### config.mk
export PLATFORM = sky130hd
export DESIGN_NAME = dual_wiper_pot_angle_tracker_unit_flat
export DESIGN_NICKNAME = d
export VERILOG_FILES = /design/src/dwp_pkg.sv /design/src/dwp_req_if.sv /design/src/dwp_rsp_if.sv /design/src/dwp_csr_if.sv /design/src/dwp_divider.sv /design/src/dwp_datapath.sv /design/src/dwp_ctrl.sv /design/src/dual_wiper_pot_angle_tracker_unit.sv /design/src/flat_wrapper.sv
export SDC_FILE = /design/constraint.sdc
export NUM_CORES = 2
export LEC_CHECK = 0
export ABC_AREA = 1
export CORE_UTILIZATION = 60
export DETAILED_ROUTE_END_ITERATION = 7
export DONT_BUFFER_PORTS = 1
export PLACE_DENSITY = 0.75
export SLEW_MARGIN = 10
export SYNTH_ARGS = -nofsm -noshare
export SYNTH_HDL_FRONTEND = slang
export SYNTH_SLANG_ARGS = --single-unit
### constraint.sdc
create_clock -name clock -period 11.65 [get_ports clock]
set_input_delay 2.33 -clock clock [delete_from_list [all_inputs] [get_ports clock]]
set_output_delay 2.33 -clock clock [all_outputs]
set_load 0.02 [all_outputs]
### src/dwp_pkg.sv
// Shared types, constants and command/status structs for the dual wiper
// pot angle tracker. No dependencies; every other file imports this package.
package dwp_pkg;

   localparam int ADC_FULL_SCALE_DEFAULT = 4095;

   localparam int WIPER_W    = 12;
   localparam int US_W       = 32;
   localparam int ANGLE_W    = 15;
   localparam int ABS_W      = 32;
   localparam int TURN_W     = 16;
   localparam int SPEED_W    = 32;
   localparam int ZONE_W     = 3;
   localparam int CSR_IDX_W  = 3;
   localparam int CSR_DATA_W = 16;
   localparam int MAP_W      = 27;
   localparam int DIVN_W     = 34;
   localparam int DIVD_W     = 32;

   localparam int TURN      = 23040;
   localparam int HALF_TURN = 11520;
   localparam int SPAN      = 5760;
   localparam int HIGH_MARK = 19200;
   localparam int LOW_MARK  = 3840;
   localparam int MICRO     = 1000000;

   typedef enum logic [CSR_IDX_W-1:0] {
      REG_VALID_LOW,
      REG_VALID_HIGH,
      REG_BLEND_MARGIN,
      REG_CROSS_ONE,
      REG_CROSS_TWO,
      REG_HYSTERESIS,
      REG_SPEED_TOL
   } csr_index_type;

   typedef enum logic [1:0] {
      DIV_MAP1,
      DIV_MAP2,
      DIV_SPEED
   } div_op_type;

   typedef enum logic [3:0] {
      ST_IDLE,
      ST_DECODE,
      ST_MAP1,
      ST_MAP1_WAIT,
      ST_MAP2,
      ST_MAP2_WAIT,
      ST_COMBINE,
      ST_REDUCE,
      ST_MOD,
      ST_TRACK,
      ST_SPEED,
      ST_SPEED_WAIT,
      ST_FINISH
   } state_type;

   typedef struct packed {
      logic       load;
      logic       div_start;
      div_op_type div_op;
      logic       cap_map1;
      logic       cap_map2;
      logic       combine;
      logic       reduce_quick;
      logic       cap_mod;
      logic       track;
      logic       speed_quick;
      logic       cap_speed;
      logic       finish;
   } cmd_type;

   typedef struct packed {
      logic zone_ok;
      logic need_map1;
      logic need_map2;
      logic need_mod;
      logic need_speed;
      logic div_done;
      logic out_free;
   } status_type;

endpackage

### src/dwp_req_if.sv
// Input channel interface: valid/ready plus one pair of wiper samples and
// elapsed time. Depends on dwp_pkg for field widths.
interface dwp_req_if import dwp_pkg::*; ();
   logic               valid;
   logic               ready;
   logic [WIPER_W-1:0] wiper_a;
   logic [WIPER_W-1:0] wiper_b;
   logic [US_W-1:0]    elapsed_us;

   modport source (output valid, wiper_a, wiper_b, elapsed_us, input ready);
   modport sink (input valid, wiper_a, wiper_b, elapsed_us, output ready);
endinterface

### src/dwp_rsp_if.sv
// Result channel interface: valid/ready plus the decoded angle, tracking and
// velocity fields. Depends on dwp_pkg for field widths.
interface dwp_rsp_if import dwp_pkg::*; ();
   logic                      valid;
   logic                      ready;
   logic [ANGLE_W-1:0]        circle_angle;
   logic signed [ABS_W-1:0]   absolute_angle;
   logic signed [ABS_W-1:0]   held_absolute;
   logic signed [TURN_W-1:0]  turn_count;
   logic signed [SPEED_W-1:0] speed;
   logic [ZONE_W-1:0]         zone;
   logic                      angle_valid;
   logic                      moved;

   modport source (output valid, circle_angle, absolute_angle, held_absolute, turn_count,
                   speed, zone, angle_valid, moved, input ready);
   modport sink (input valid, circle_angle, absolute_angle, held_absolute, turn_count,
                 speed, zone, angle_valid, moved, output ready);
endinterface

### src/dwp_csr_if.sv
// Configuration write channel interface: valid/ready, register index, data.
// Depends on dwp_pkg for widths.
interface dwp_csr_if import dwp_pkg::*; ();
   logic                  valid;
   logic                  ready;
   logic [CSR_IDX_W-1:0]  index;
   logic [CSR_DATA_W-1:0] data;

   modport source (output valid, index, data, input ready);
   modport sink (input valid, index, data, output ready);
endinterface

### src/dwp_divider.sv
// Radix-2 restoring divider, one quotient bit per cycle, shared by the map and
// velocity divides. Depends on dwp_pkg for operand widths.
module dwp_divider import dwp_pkg::*; (
   input  logic              clock,
   input  logic              reset,
   input  logic              start,
   input  logic [DIVN_W-1:0] dividend,
   input  logic [DIVD_W-1:0] divisor,
   output logic              done,
   output logic [DIVN_W-1:0] quot
);
   localparam int CNT_W = $clog2(DIVN_W + 1);

   logic              busy_ff, busy_in;
   logic              done_ff, done_in;
   logic [CNT_W-1:0]  cnt_ff, cnt_in;
   logic [DIVN_W-1:0] quo_ff, quo_in;
   logic [DIVD_W-1:0] rem_ff, rem_in;
   logic [DIVD_W-1:0] dsr_ff, dsr_in;
   logic [DIVD_W:0]   trial;
   logic              ge;

   always_comb begin
      trial   = {rem_ff, quo_ff[DIVN_W-1]};
      ge      = trial >= {1'b0, dsr_ff};
      busy_in = busy_ff;
      done_in = 1'b0;
      cnt_in  = cnt_ff;
      quo_in  = quo_ff;
      rem_in  = rem_ff;
      dsr_in  = dsr_ff;
      if (start) begin
         busy_in = 1'b1;
         cnt_in  = CNT_W'(DIVN_W);
         quo_in  = dividend;
         rem_in  = '0;
         dsr_in  = divisor;
      end else if (busy_ff) begin
         rem_in = ge ? DIVD_W'(trial - {1'b0, dsr_ff}) : trial[DIVD_W-1:0];
         quo_in = {quo_ff[DIVN_W-2:0], ge};
         cnt_in = cnt_ff - 1'b1;
         if (cnt_ff == CNT_W'(1)) begin
            busy_in = 1'b0;
            done_in = 1'b1;
         end
      end
   end

   always_ff @(posedge clock) begin
      if (reset) begin
         busy_ff <= 1'b0;
         done_ff <= 1'b0;
         cnt_ff  <= '0;
      end else begin
         busy_ff <= busy_in;
         done_ff <= done_in;
         cnt_ff  <= cnt_in;
      end
      quo_ff <= quo_in;
      rem_ff <= rem_in;
      dsr_ff <= dsr_in;
   end

   assign done = done_ff;
   assign quot = quo_ff;
endmodule

### src/dwp_datapath.sv
// Datapath: configuration registers, zone decode, linear maps, angle reduction,
// turn tracking, velocity and the result register. Uses dwp_pkg, dwp_divider.
module dwp_datapath import dwp_pkg::*; #(
   parameter int ADC_FULL_SCALE = ADC_FULL_SCALE_DEFAULT
) (
   input  logic                      clock,
   input  logic                      reset,
   input  cmd_type                   cmd,
   output status_type                status,
   input  logic [WIPER_W-1:0]        in_wiper_a,
   input  logic [WIPER_W-1:0]        in_wiper_b,
   input  logic [US_W-1:0]           in_elapsed_us,
   input  logic                      csr_write,
   input  logic [CSR_IDX_W-1:0]      csr_index,
   input  logic [CSR_DATA_W-1:0]     csr_data,
   input  logic                      out_ready,
   output logic                      out_valid,
   output logic [ANGLE_W-1:0]        out_circle_angle,
   output logic signed [ABS_W-1:0]   out_absolute_angle,
   output logic signed [ABS_W-1:0]   out_held_absolute,
   output logic signed [TURN_W-1:0]  out_turn_count,
   output logic signed [SPEED_W-1:0] out_speed,
   output logic [ZONE_W-1:0]         out_zone,
   output logic                      out_angle_valid,
   output logic                      out_moved
);
   // one turn is 45 * 2^9; the odd factor is taken out by a reciprocal multiply
   localparam int LOW_BITS    = 9;
   localparam int TURN_ODD    = 45;
   localparam int RECIP       = 186414;
   localparam int RECIP_SHIFT = 23;
   localparam int HI_W        = MAP_W - LOW_BITS;
   localparam int PROD_W      = HI_W + 18;
   localparam int QUO_W       = PROD_W - RECIP_SHIFT;

   // configuration
   logic [11:0] vl_ff, vh_ff;
   logic [9:0]  mg_ff;
   logic [14:0] c1_ff, c2_ff;
   logic [13:0] hyst_ff;
   logic [15:0] tol_ff;

   always_ff @(posedge clock) begin
      if (reset) begin
         vl_ff   <= 12'd410;
         vh_ff   <= 12'd3685;
         mg_ff   <= 10'd205;
         c1_ff   <= 15'd8640;
         c2_ff   <= 15'd14400;
         hyst_ff <= 14'd32;
         tol_ff  <= 16'd64;
      end else if (csr_write) begin
         unique case (csr_index)
            REG_VALID_LOW:    vl_ff   <= csr_data[11:0];
            REG_VALID_HIGH:   vh_ff   <= csr_data[11:0];
            REG_BLEND_MARGIN: mg_ff   <= csr_data[9:0];
            REG_CROSS_ONE:    c1_ff   <= csr_data[14:0];
            REG_CROSS_TWO:    c2_ff   <= csr_data[14:0];
            REG_HYSTERESIS:   hyst_ff <= csr_data[13:0];
            REG_SPEED_TOL:    tol_ff  <= csr_data;
            default: ;
         endcase
      end
   end

   // input item, wipers clamped to full scale
   logic [WIPER_W-1:0] a_ff, b_ff, a_clamp, b_clamp;
   logic [US_W-1:0]    us_ff;

   assign a_clamp = (32'(in_wiper_a) > ADC_FULL_SCALE) ? WIPER_W'(ADC_FULL_SCALE) : in_wiper_a;
   assign b_clamp = (32'(in_wiper_b) > ADC_FULL_SCALE) ? WIPER_W'(ADC_FULL_SCALE) : in_wiper_b;

   always_ff @(posedge clock) begin
      if (cmd.load) begin
         a_ff  <= a_clamp;
         b_ff  <= b_clamp;
         us_ff <= in_elapsed_us;
      end
   end

   // zone decode
   logic signed [13:0] lo_lim;
   logic [13:0]        hi_lim;
   logic               ua, ub, alo, ahi, blo, bhi, b_gt_a, zone_ok;
   logic [ZONE_W-1:0]  zone;

   always_comb begin
      lo_lim = $signed({2'b00, vl_ff}) - $signed({4'b0000, mg_ff});
      hi_lim = {2'b00, vh_ff} + {4'b0000, mg_ff};
      ua     = ($signed({2'b00, a_ff}) >= lo_lim) && ({2'b00, a_ff} <= hi_lim);
      ub     = ($signed({2'b00, b_ff}) >= lo_lim) && ({2'b00, b_ff} <= hi_lim);
      alo    = 32'({a_ff, 1'b0}) < ADC_FULL_SCALE;
      ahi    = 32'({a_ff, 1'b0}) > ADC_FULL_SCALE;
      blo    = 32'({b_ff, 1'b0}) < ADC_FULL_SCALE;
      bhi    = 32'({b_ff, 1'b0}) > ADC_FULL_SCALE;
      b_gt_a = b_ff > a_ff;
      zone_ok = 1'b1;
      zone    = 3'd0;
      if (ua == ub) begin
         if (alo && blo) zone = 3'd1;
         else if (alo && bhi) zone = 3'd3;
         else if (ahi && bhi) zone = 3'd5;
         else if (ahi && blo) zone = 3'd7;
         else if (ub) zone = b_gt_a ? 3'd2 : 3'd6;
         else zone_ok = 1'b0;
      end else if (ub) begin
         zone = b_gt_a ? 3'd2 : 3'd6;
      end else begin
         zone = b_gt_a ? 3'd4 : 3'd0;
      end
   end

   // divider operand selection
   div_op_type           op_ff, op_sel;
   logic                 is_map1, asc;
   logic [WIPER_W-1:0]   x_sel, from_sel, to_sel;
   logic signed [12:0]   diff, dd;
   logic [11:0]          absdiff, den;
   logic                 map_neg;
   logic [24:0]          map_mag;
   logic signed [16:0]   y0;
   logic signed [MAP_W-1:0] ang_raw_ff, map1_ff, map2_ff;
   logic signed [ANGLE_W-1:0] d_ff;
   logic [13:0]          dabs;
   logic [DIVN_W-1:0]    div_n;
   logic [DIVD_W-1:0]    div_d;
   logic [MAP_W-1:0]     raw_abs;
   logic                 div_done;
   logic [DIVN_W-1:0]    div_q;

   always_comb begin
      op_sel   = cmd.div_start ? cmd.div_op : op_ff;
      is_map1  = op_sel == DIV_MAP1;
      asc      = is_map1 ? (zone == 3'd3 || zone == 3'd4 || zone == 3'd5)
                         : (zone == 3'd1 || zone == 3'd2 || zone == 3'd3);
      x_sel    = is_map1 ? a_ff : b_ff;
      from_sel = asc ? vl_ff : vh_ff;
      to_sel   = asc ? vh_ff : vl_ff;
      diff     = $signed({1'b0, x_sel}) - $signed({1'b0, from_sel});
      dd       = $signed({1'b0, to_sel}) - $signed({1'b0, from_sel});
      map_neg  = diff[12] ^ dd[12];
      absdiff  = diff[12] ? 12'(-diff) : diff[11:0];
      den      = dd[12] ? 12'(-dd) : dd[11:0];
      map_mag  = 25'(absdiff) * 25'(SPAN);
      if (is_map1) y0 = asc ? 17'($signed({2'b00, c2_ff}) - 17'sd5760)
                            : 17'($signed({2'b00, c1_ff}) - 17'sd5760);
      else y0 = asc ? $signed({2'b00, c1_ff}) : $signed({2'b00, c2_ff});
      dabs    = d_ff[ANGLE_W-1] ? 14'(-d_ff) : d_ff[13:0];
      raw_abs = ang_raw_ff[MAP_W-1] ? MAP_W'(-ang_raw_ff) : ang_raw_ff;
      case (op_sel)
         DIV_SPEED: begin
            div_n = DIVN_W'(DIVN_W'(dabs) * DIVN_W'(MICRO)) + DIVN_W'(us_ff >> 1);
            div_d = us_ff;
         end
         default: begin
            div_n = DIVN_W'(map_mag) + DIVN_W'(den >> 1);
            div_d = DIVD_W'(den);
         end
      endcase
   end

   always_ff @(posedge clock) begin
      if (cmd.div_start) op_ff <= cmd.div_op;
   end

   dwp_divider u_div (
      .clock    (clock),
      .reset    (reset),
      .start    (cmd.div_start),
      .dividend (div_n),
      .divisor  (div_d),
      .done     (div_done),
      .quot     (div_q)
   );

   // map result
   logic signed [MAP_W-1:0] lin_val, lin_fold, blend_sum, blend_val;

   always_comb begin
      if (den == 12'd0) lin_val = MAP_W'(y0);
      else lin_val = (map_neg ? -MAP_W'(div_q[24:0]) : MAP_W'(div_q[24:0])) + MAP_W'(y0);
      lin_fold = (!asc && lin_val > MAP_W'(TURN)) ? lin_val - MAP_W'(TURN) : lin_val;
      blend_sum = map1_ff + map2_ff;
      if (!blend_sum[MAP_W-1]) blend_val = (blend_sum + MAP_W'(1)) >>> 1;
      else blend_val = -MAP_W'((-blend_sum + MAP_W'(1)) >>> 1);
   end

   always_ff @(posedge clock) begin
      if (cmd.cap_map1) map1_ff <= lin_val;
      if (cmd.cap_map2) map2_ff <= lin_fold;
      if (cmd.combine) begin
         if (zone == 3'd0 || zone == 3'd4) ang_raw_ff <= map1_ff;
         else if (zone == 3'd2 || zone == 3'd6) ang_raw_ff <= map2_ff;
         else ang_raw_ff <= blend_val;
      end
   end

   // reduce into one turn
   logic               in0, neg1, up1;
   logic [ANGLE_W-1:0] ang_ff, quick_ang, mod_ang, rem15;
   logic [HI_W-1:0]    raw_hi, hi_rem;
   logic [PROD_W-1:0]  recip_prod;
   logic [QUO_W-1:0]   turn_q_ff, turn_q_in;

   always_comb begin
      in0  = ang_raw_ff >= 0 && ang_raw_ff < MAP_W'(TURN);
      neg1 = ang_raw_ff < 0 && ang_raw_ff > MAP_W'(-TURN);
      up1  = ang_raw_ff >= MAP_W'(TURN) && ang_raw_ff < MAP_W'(2 * TURN);
      if (in0) quick_ang = ANGLE_W'(ang_raw_ff);
      else if (neg1) quick_ang = ANGLE_W'(ang_raw_ff + MAP_W'(TURN));
      else quick_ang = ANGLE_W'(ang_raw_ff - MAP_W'(TURN));
      // quotient by 45 of the magnitude above the low bits, registered
      raw_hi     = raw_abs[MAP_W-1:LOW_BITS];
      recip_prod = PROD_W'(raw_hi) * PROD_W'(RECIP);
      turn_q_in  = recip_prod[PROD_W-1:RECIP_SHIFT];
      hi_rem     = raw_hi - HI_W'(HI_W'(turn_q_ff) * HI_W'(TURN_ODD));
      rem15      = {hi_rem[5:0], raw_abs[LOW_BITS-1:0]};
      mod_ang = (ang_raw_ff[MAP_W-1] && rem15 != '0) ? ANGLE_W'(TURN) - rem15 : rem15;
   end

   always_ff @(posedge clock) begin
      turn_q_ff <= turn_q_in;
      if (cmd.reduce_quick) ang_ff <= quick_ang;
      else if (cmd.cap_mod) ang_ff <= mod_ang;
   end

   // tracking state
   logic [ANGLE_W-1:0]       held_angle_ff;
   logic signed [TURN_W-1:0] turns_ff, turns_new;
   logic signed [ABS_W-1:0]  held_abs_ff, absa_ff, absa_new;
   logic signed [15:0]       dw;
   logic signed [ANGLE_W-1:0] d_new;
   logic [13:0]              dnew_abs;
   logic                     moved_ff;

   always_comb begin
      dw = $signed({1'b0, ang_ff}) - $signed({1'b0, held_angle_ff});
      if (dw > 16'sd11520) dw = dw - 16'sd23040;
      else if (dw < -16'sd11520) dw = dw + 16'sd23040;
      d_new    = ANGLE_W'(dw);
      dnew_abs = d_new[ANGLE_W-1] ? 14'(-d_new) : d_new[13:0];
      turns_new = turns_ff;
      if (held_angle_ff > ANGLE_W'(HIGH_MARK) && ang_ff < ANGLE_W'(LOW_MARK)) begin
         if (turns_ff != 16'sh7FFF) turns_new = turns_ff + 16'sd1;
      end else if (held_angle_ff < ANGLE_W'(LOW_MARK) && ang_ff > ANGLE_W'(HIGH_MARK)) begin
         if (turns_ff != -16'sh8000) turns_new = turns_ff - 16'sd1;
      end
      absa_new = ABS_W'(ABS_W'(turns_new) * ABS_W'(TURN)) + $signed({17'd0, ang_ff});
   end

   always_ff @(posedge clock) begin
      if (reset) begin
         held_angle_ff <= '0;
         turns_ff      <= '0;
         held_abs_ff   <= '0;
      end else if (cmd.track) begin
         turns_ff <= turns_new;
         if (dnew_abs > hyst_ff) begin
            held_angle_ff <= ang_ff;
            held_abs_ff   <= absa_new;
         end
      end
   end

   always_ff @(posedge clock) begin
      if (cmd.track) begin
         d_ff     <= d_new;
         absa_ff  <= absa_new;
         moved_ff <= dnew_abs > hyst_ff;
      end
   end

   // velocity
   logic signed [SPEED_W-1:0] speed_ff, quick_speed, div_speed;
   logic [SPEED_W-1:0]        smag;

   always_comb begin
      if (d_ff == '0) quick_speed = '0;
      else if (!d_ff[ANGLE_W-1]) quick_speed = 32'sh7FFF_FFFF;
      else quick_speed = 32'sh8000_0000;
      if (d_ff[ANGLE_W-1])
         smag = (div_q > DIVN_W'(34'h0_8000_0000)) ? 32'h8000_0000 : div_q[31:0];
      else
         smag = (div_q > DIVN_W'(34'h0_7FFF_FFFF)) ? 32'h7FFF_FFFF : div_q[31:0];
      if (smag <= SPEED_W'(tol_ff)) div_speed = '0;
      else div_speed = d_ff[ANGLE_W-1] ? -$signed(smag) : $signed(smag);
   end

   always_ff @(posedge clock) begin
      if (cmd.speed_quick) speed_ff <= quick_speed;
      else if (cmd.cap_speed) speed_ff <= div_speed;
   end

   // result register
   logic out_valid_ff;

   always_ff @(posedge clock) begin
      if (reset) out_valid_ff <= 1'b0;
      else if (cmd.finish) out_valid_ff <= 1'b1;
      else if (out_ready) out_valid_ff <= 1'b0;
   end

   always_ff @(posedge clock) begin
      if (cmd.finish) begin
         out_held_absolute <= held_abs_ff;
         out_turn_count    <= turns_ff;
         if (zone_ok) begin
            out_circle_angle   <= ang_ff;
            out_absolute_angle <= absa_ff;
            out_speed          <= speed_ff;
            out_zone           <= zone;
            out_angle_valid    <= 1'b1;
            out_moved          <= moved_ff;
         end else begin
            out_circle_angle   <= held_angle_ff;
            out_absolute_angle <= ABS_W'(ABS_W'(turns_ff) * ABS_W'(TURN))
                                  + $signed({17'd0, held_angle_ff});
            out_speed          <= '0;
            out_zone           <= '0;
            out_angle_valid    <= 1'b0;
            out_moved          <= 1'b0;
         end
      end
   end

   assign out_valid = out_valid_ff;

   always_comb begin
      status.zone_ok    = zone_ok;
      status.need_map1  = zone == 3'd0 || zone == 3'd4 || zone[0];
      status.need_map2  = zone == 3'd2 || zone == 3'd6 || zone[0];
      status.need_mod   = !(in0 || neg1 || up1);
      status.need_speed = us_ff != '0 && d_ff != '0;
      status.div_done   = div_done;
      status.out_free   = !out_valid_ff || out_ready;
   end
endmodule

### src/dwp_ctrl.sv
// Controller state machine: sequences decode, divides, tracking and result
// write for one item. Uses dwp_pkg for state, command and status types.
module dwp_ctrl import dwp_pkg::*; (
   input  logic       clock,
   input  logic       reset,
   input  logic       in_valid,
   output logic       in_ready,
   input  status_type status,
   output cmd_type    cmd
);
   state_type state_ff, state_in;

   always_ff @(posedge clock) begin
      if (reset) state_ff <= ST_IDLE;
      else state_ff <= state_in;
   end

   always_comb begin
      state_in = state_ff;
      cmd      = '0;
      cmd.div_op = DIV_MAP1;
      in_ready = 1'b0;
      unique case (state_ff)
         ST_IDLE: begin
            in_ready = 1'b1;
            if (in_valid) begin
               cmd.load = 1'b1;
               state_in = ST_DECODE;
            end
         end
         ST_DECODE: begin
            if (!status.zone_ok) state_in = ST_FINISH;
            else if (status.need_map1) state_in = ST_MAP1;
            else state_in = ST_MAP2;
         end
         ST_MAP1: begin
            cmd.div_start = 1'b1;
            cmd.div_op    = DIV_MAP1;
            state_in      = ST_MAP1_WAIT;
         end
         ST_MAP1_WAIT: begin
            if (status.div_done) begin
               cmd.cap_map1 = 1'b1;
               state_in     = status.need_map2 ? ST_MAP2 : ST_COMBINE;
            end
         end
         ST_MAP2: begin
            cmd.div_start = 1'b1;
            cmd.div_op    = DIV_MAP2;
            state_in      = ST_MAP2_WAIT;
         end
         ST_MAP2_WAIT: begin
            if (status.div_done) begin
               cmd.cap_map2 = 1'b1;
               state_in     = ST_COMBINE;
            end
         end
         ST_COMBINE: begin
            cmd.combine = 1'b1;
            state_in    = ST_REDUCE;
         end
         ST_REDUCE: begin
            // a far-out raw angle goes through ST_MOD for the modulo
            if (status.need_mod) begin
               state_in = ST_MOD;
            end else begin
               cmd.reduce_quick = 1'b1;
               state_in         = ST_TRACK;
            end
         end
         ST_MOD: begin
            cmd.cap_mod = 1'b1;
            state_in    = ST_TRACK;
         end
         ST_TRACK: begin
            cmd.track = 1'b1;
            state_in  = ST_SPEED;
         end
         ST_SPEED: begin
            if (status.need_speed) begin
               cmd.div_start = 1'b1;
               cmd.div_op    = DIV_SPEED;
               state_in      = ST_SPEED_WAIT;
            end else begin
               cmd.speed_quick = 1'b1;
               state_in        = ST_FINISH;
            end
         end
         ST_SPEED_WAIT: begin
            if (status.div_done) begin
               cmd.cap_speed = 1'b1;
               state_in      = ST_FINISH;
            end
         end
         ST_FINISH: begin
            // hold until the result register can take this transaction
            if (status.out_free) begin
               cmd.finish = 1'b1;
               state_in   = ST_IDLE;
            end
         end
         default: state_in = ST_IDLE;
      endcase
   end
endmodule

### src/dual_wiper_pot_angle_tracker_unit.sv
// Top level of the dual wiper pot angle tracker: channels, controller and
// datapath. Depends on dwp_pkg, the three channel interfaces, dwp_ctrl, dwp_datapath.
//
// One item is worked at a time, and each gives one result. An item makes
// one map divide through the single radix-2 divider (one quotient bit per cycle
// over 34 bits) with one wiper trusted and two in a blend zone, and passes
// through ST_MOD when the raw angle needs a full modulo reduction (done by a
// reciprocal multiply, not the divider); an undecodable sample goes straight
// to its result. Velocity skips its divide when the change or elapsed time is
// zero. A result that waits on the sink stalls the item behind it in its last
// state. The result register lets the next item be accepted while a result
// waits. Configuration writes are always accepted.
module dual_wiper_pot_angle_tracker_unit import dwp_pkg::*; #(
   parameter int ADC_FULL_SCALE = ADC_FULL_SCALE_DEFAULT
) (
   input logic      clock,
   input logic      reset,
   dwp_req_if.sink  req,
   dwp_rsp_if.source rsp,
   dwp_csr_if.sink  csr
);
   cmd_type    cmd;
   status_type status;
   logic       in_ready;

   assign req.ready = in_ready;
   assign csr.ready = 1'b1;

   dwp_ctrl u_ctrl (
      .clock    (clock),
      .reset    (reset),
      .in_valid (req.valid),
      .in_ready (in_ready),
      .status   (status),
      .cmd      (cmd)
   );

   dwp_datapath #(.ADC_FULL_SCALE(ADC_FULL_SCALE)) u_dp (
      .clock              (clock),
      .reset              (reset),
      .cmd                (cmd),
      .status             (status),
      .in_wiper_a         (req.wiper_a),
      .in_wiper_b         (req.wiper_b),
      .in_elapsed_us      (req.elapsed_us),
      .csr_write          (csr.valid),
      .csr_index          (csr.index),
      .csr_data           (csr.data),
      .out_ready          (rsp.ready),
      .out_valid          (rsp.valid),
      .out_circle_angle   (rsp.circle_angle),
      .out_absolute_angle (rsp.absolute_angle),
      .out_held_absolute  (rsp.held_absolute),
      .out_turn_count     (rsp.turn_count),
      .out_speed          (rsp.speed),
      .out_zone           (rsp.zone),
      .out_angle_valid    (rsp.angle_valid),
      .out_moved          (rsp.moved)
   );

`ifndef ASSERT_OFF
   a_finish_free: assert property (@(posedge clock) disable iff (reset)
      cmd.finish |-> status.out_free)
      else $error("result written while previous transaction still pending");

   a_busy_after_accept: assert property (@(posedge clock) disable iff (reset)
      (req.valid && req.ready) |=> !req.ready)
      else $error("input accepted while an item is in progress");

   a_invalid_result: assert property (@(posedge clock) disable iff (reset)
      (rsp.valid && !rsp.angle_valid) |-> (rsp.speed == 0 && !rsp.moved && rsp.zone == 0))
      else $error("invalid zone result carries motion");

   a_single_start: assert property (@(posedge clock) disable iff (reset)
      cmd.div_start |=> !cmd.div_start)
      else $error("divider restarted back to back");
`endif
endmodule
### src/flat_wrapper.sv
// flat-port wrapper written by rule: the top's interface ports become plain ports
module dual_wiper_pot_angle_tracker_unit_flat import dwp_pkg::*;
#(
   parameter int ADC_FULL_SCALE = ADC_FULL_SCALE_DEFAULT
)
  (clock, reset, req_valid, req_wiper_a, req_wiper_b, req_elapsed_us, req_ready, rsp_valid, rsp_circle_angle, rsp_absolute_angle, rsp_held_absolute, rsp_turn_count, rsp_speed, rsp_zone, rsp_angle_valid, rsp_moved, rsp_ready, csr_valid, csr_index, csr_data, csr_ready);
  dwp_req_if req_i ();
  dwp_rsp_if rsp_i ();
  dwp_csr_if csr_i ();
  input logic clock;
  input logic reset;
  input wire logic [$bits(req_i.valid)-1:0] req_valid;
  input wire logic [$bits(req_i.wiper_a)-1:0] req_wiper_a;
  input wire logic [$bits(req_i.wiper_b)-1:0] req_wiper_b;
  input wire logic [$bits(req_i.elapsed_us)-1:0] req_elapsed_us;
  output wire logic [$bits(req_i.ready)-1:0] req_ready;
  output wire logic [$bits(rsp_i.valid)-1:0] rsp_valid;
  output wire logic [$bits(rsp_i.circle_angle)-1:0] rsp_circle_angle;
  output wire logic [$bits(rsp_i.absolute_angle)-1:0] rsp_absolute_angle;
  output wire logic [$bits(rsp_i.held_absolute)-1:0] rsp_held_absolute;
  output wire logic [$bits(rsp_i.turn_count)-1:0] rsp_turn_count;
  output wire logic [$bits(rsp_i.speed)-1:0] rsp_speed;
  output wire logic [$bits(rsp_i.zone)-1:0] rsp_zone;
  output wire logic [$bits(rsp_i.angle_valid)-1:0] rsp_angle_valid;
  output wire logic [$bits(rsp_i.moved)-1:0] rsp_moved;
  input wire logic [$bits(rsp_i.ready)-1:0] rsp_ready;
  input wire logic [$bits(csr_i.valid)-1:0] csr_valid;
  input wire logic [$bits(csr_i.index)-1:0] csr_index;
  input wire logic [$bits(csr_i.data)-1:0] csr_data;
  output wire logic [$bits(csr_i.ready)-1:0] csr_ready;
  assign req_i.valid = req_valid;
  assign req_i.wiper_a = req_wiper_a;
  assign req_i.wiper_b = req_wiper_b;
  assign req_i.elapsed_us = req_elapsed_us;
  assign req_ready = req_i.ready;
  assign rsp_valid = rsp_i.valid;
  assign rsp_circle_angle = rsp_i.circle_angle;
  assign rsp_absolute_angle = rsp_i.absolute_angle;
  assign rsp_held_absolute = rsp_i.held_absolute;
  assign rsp_turn_count = rsp_i.turn_count;
  assign rsp_speed = rsp_i.speed;
  assign rsp_zone = rsp_i.zone;
  assign rsp_angle_valid = rsp_i.angle_valid;
  assign rsp_moved = rsp_i.moved;
  assign rsp_i.ready = rsp_ready;
  assign csr_i.valid = csr_valid;
  assign csr_i.index = csr_index;
  assign csr_i.data = csr_data;
  assign csr_ready = csr_i.ready;
  dual_wiper_pot_angle_tracker_unit #(.ADC_FULL_SCALE(ADC_FULL_SCALE)) u_core (.clock(clock), .reset(reset), .req(req_i), .rsp(rsp_i), .csr(csr_i));
endmodule
==> out/metrics.yaml <==
status: "complete, no violations"
syn_inst: 6788
io_pins: 215
fp-row-count: 110
drc: 0
fillCellCount: 7694
arrival_ns: 11.23
hp-class: "flop to flop"
routed_wl_mm: 143
maxCapViolCount: 0
post_drt_wl_per_cell_um: 17.9
yosys_warnings: 0
syn-cell-area_um2: 55000
yosys.area.top_type: "edfxtp_1"
finalCritPeriodShare: 0.929
ys_async_sr_fraction: 0
critical_path_required_ns: 12.05
ys_top_cells_by_area: "edfxtp_1, ha_1, inv_1, fa_1, nand2_1"
grt_max_degree: 89
hold_ws_ns: 0.436
grt_overflow: 0
fp.dieH_um: 305
placed_cells: 7881
muxShareOfSynthArea: 0.000182
grt_pass1_vias: 43500
cp-end-kind: "flop"
min_period_ns: 10.82
diodes: 0
root_buffer: "clkbuf_16"
slew_headroom: 0.205
synth-edff-count: 430
die_x_um: 305
final_nets: 7738
place.gp.congestion: 0.963
post-place-ws_ns: -0.0112
place_hpwl_mm: 114
synth_ff_type: "edfxtp_1"
via_count: 45300
antenna_found_initial: 2
ys_types: 79
via_per_inst: 5.65
crit_path_max_incr_delay_ns: 0.43
crit_path_start_kind: "flop"
ant_nets: 0
timing.final.ws_setup_ns: 0.827
synth_compound_area_frac: 0.121
dieArea_um2: 92900
ys_seq_area_frac: 0.308
synth_fa_ha_area_frac: 0.228
slew_violations: 0
synthSimpleGateAreaFrac: 0.180
avgSynthCellArea_um2: 8.11
synth_top_family_by_area: "adder cells"
synth_xor_area_frac: 0.0712
ys_seq_elements: 631
hold_violations: 0
drive_above_1_share: 0.0466
clock_latency_ns: 0.65
clock_path_buffers: 3
areaGrowthSynthToFinish_pct: 7.21
cts.sinks: 631
core-area_um2: 90400
layout.cells.non_filler: 8021
crit_top_cell: "nand2_1"
fin_setup_tns_ns: 0
initial_core_util: 0.609
drtPass1Iterations: 6
numCtsBuffers: 72
whs_path_depth: 0
worst_pin_slew_ns: 1.19
syn_nets: 7740
cts-htree-levels: 3
drt_iter0_drc: 3673
track_usage: 0.308
max_freq_ghz: 0.0924
clk_pin_slew_ns: 0.06
cts_tree: "yes"
crit_type: "flop to flop"
cpMaxStageDelayCell: "fa_1"
netlist.area_leader.share: 0.235
reg2reg_depth: 76
final.setup_skew_ns: 0.0257
setup_viol: 0
io_buffers: 0
path_max_fanout: 18
grt_pass1_wl_mm: 229
-- path summary, 6_finish.rpt --
check             slack, ns                   startpoint                           endpoint
setup / recovery       0.83         u_core.u_dp.mg_ff[0]            u_core.u_dp.map2_ff[26]
hold / removal         0.44  u_core.u_dp.held_abs_ff[16]  u_core.u_dp.out_held_absolute[16]
hold reg to reg        0.44  u_core.u_dp.held_abs_ff[16]  u_core.u_dp.out_held_absolute[16]
setup reg to reg       0.83         u_core.u_dp.mg_ff[0]            u_core.u_dp.map2_ff[26]
-- cells by family (layout without fill, tap and decap cells) --
group,count (synthesis),after routing
AO/OA/AOI/OAI,1215,1215
XOR/XNOR,447,447
multiplexers,1,1
AND/OR/NAND/NOR,2291,2292
other,1,1
flip-flops,631,631
adder cells (fa/ha/maj),872,872
buffers and inverters,1330,1386
-- metrics by stage --
stage                     utilization  area [um^2]
final                           0.652        59000
after global routing            0.652        59000
after CTS                       0.651        58800
after detailed placement        0.623        56400
after global placement          0.623        56400
after floorplan                     -        55000
-- cell usage in the layout (no fill, tap or decap), types with 29 or more instances in the layout --
cell,instances
xor2_1,350
nor2_1,520
or2_2,29
a21oi_1,493
o21ai_0,460
nand3_1,297
buf_4,59
nand4_1,78
a31oi_1,38
xnor2_1,95
o21bai_1,39
fa_1,214
dfxtp_1,200
inv_1,1172
ha_1,656
nand2_1,1134
o211ai_1,39
clkbuf_16,73
edfxtp_1,430
nor3_1,87
nor4_1,29
-- timing repair --
item	CTS	global route
setup buffers	0	6
pin swaps	0	5
gates resized for setup	2	32
hold buffers	0	0
cloned	0	1
endpoints found under the setup margin	18	32
-- cells in the mapped netlist, types with 9 or more instances --
| master | count |
|---|---|
| o21ai_0 | 468 |
| o31ai_1 | 23 |
| dfxtp_1 | 201 |
| nand2_1 | 1137 |
| nand3b_1 | 12 |
| nand4_1 | 78 |
| o211ai_1 | 39 |
| nor3_1 | 91 |
| nand3_2 | 10 |
| inv_2 | 9 |
| inv_1 | 1174 |
| edfxtp_1 | 430 |
| o22ai_1 | 21 |
| and2_1 | 11 |
| nand3_1 | 297 |
| a21oi_1 | 501 |
| a31oi_1 | 38 |
| nor4_1 | 29 |
| fa_1 | 215 |
| nand2_2 | 25 |
| a211oi_1 | 9 |
| a21o_1 | 14 |
| nor2_1 | 526 |
| nor2_2 | 14 |
| clkbuf_1 | 110 |
| xnor2_1 | 96 |
| ha_1 | 657 |
| or2_2 | 29 |
| o21bai_1 | 40 |
| xor2_1 | 351 |
-- final cells by class --
type | count | area (um^2) | area share
multi-input combinational | 4828 | 33200 | 0.563
sequential | 631 | 16900 | 0.287
inverter | 1192 | 4480 | 0.0759
clock buffer | 91 | 1930 | 0.0328
tap | 1176 | 1470 | 0.0249
clock inverter | 42 | 519 | 0.00880
timing repair buffer | 61 | 465 | 0.00789
-- metal layers --
metal / global-route usage / up-vias / part of all wire
met2: 0.502 / 1484 / 0.46
met1: 0.416 / 21200 / 0.44
li1: - / 22400 / -
met5: 0 / - / 0
met3: 0.0444 / 277 / 0.066
met4: 0.114 / 0 / 0.036
-- critical path, delay by kind of cell (launching register included) --
family / cells / cell delay, ns
AO/OA/AOI/OAI: 26 / 3.78
AND/OR/NAND/NOR: 35 / 3.43
buffers and inverters: 5 / 0.39
flip-flops: 1 / 0.36
XOR/XNOR: 3 / 0.56
adder cells (fa/ha/maj): 7 / 2.03
-- registers in the layout, indices dropped and copies added, names as in the netlist, 15 cells and up --
name and flops:
u_core.u_dp.out_speed 32, u_core.u_dp.held_abs_ff 23, u_core.u_dp.ang_raw_ff 27, u_core.u_dp.speed_ff 32
u_core.u_dp.map1_ff 27, u_core.u_dp.u_div.quot 34, u_core.u_dp.c1_ff 15, u_core.u_dp.out_circle_angle 15
u_core.u_dp.c2_ff 15, u_core.u_dp.out_absolute_angle 32, u_core.u_dp.u_div.rem_ff 32, u_core.u_dp.absa_ff 32
u_core.u_dp.tol_ff 16, u_core.u_dp.d_ff 15, u_core.u_dp.held_angle_ff 15, u_core.u_dp.out_turn_count 16
u_core.u_dp.map2_ff 27, u_core.u_dp.u_div.dsr_ff 32, u_core.u_dp.turns_ff 16, u_core.u_dp.ang_ff 15
u_core.u_dp.us_ff 32, u_core.u_dp.out_held_absolute 32
Power is left out: the tool's default activity adds up to more than one toggle a clock period on the data nets, which glitch-free logic cannot reach.
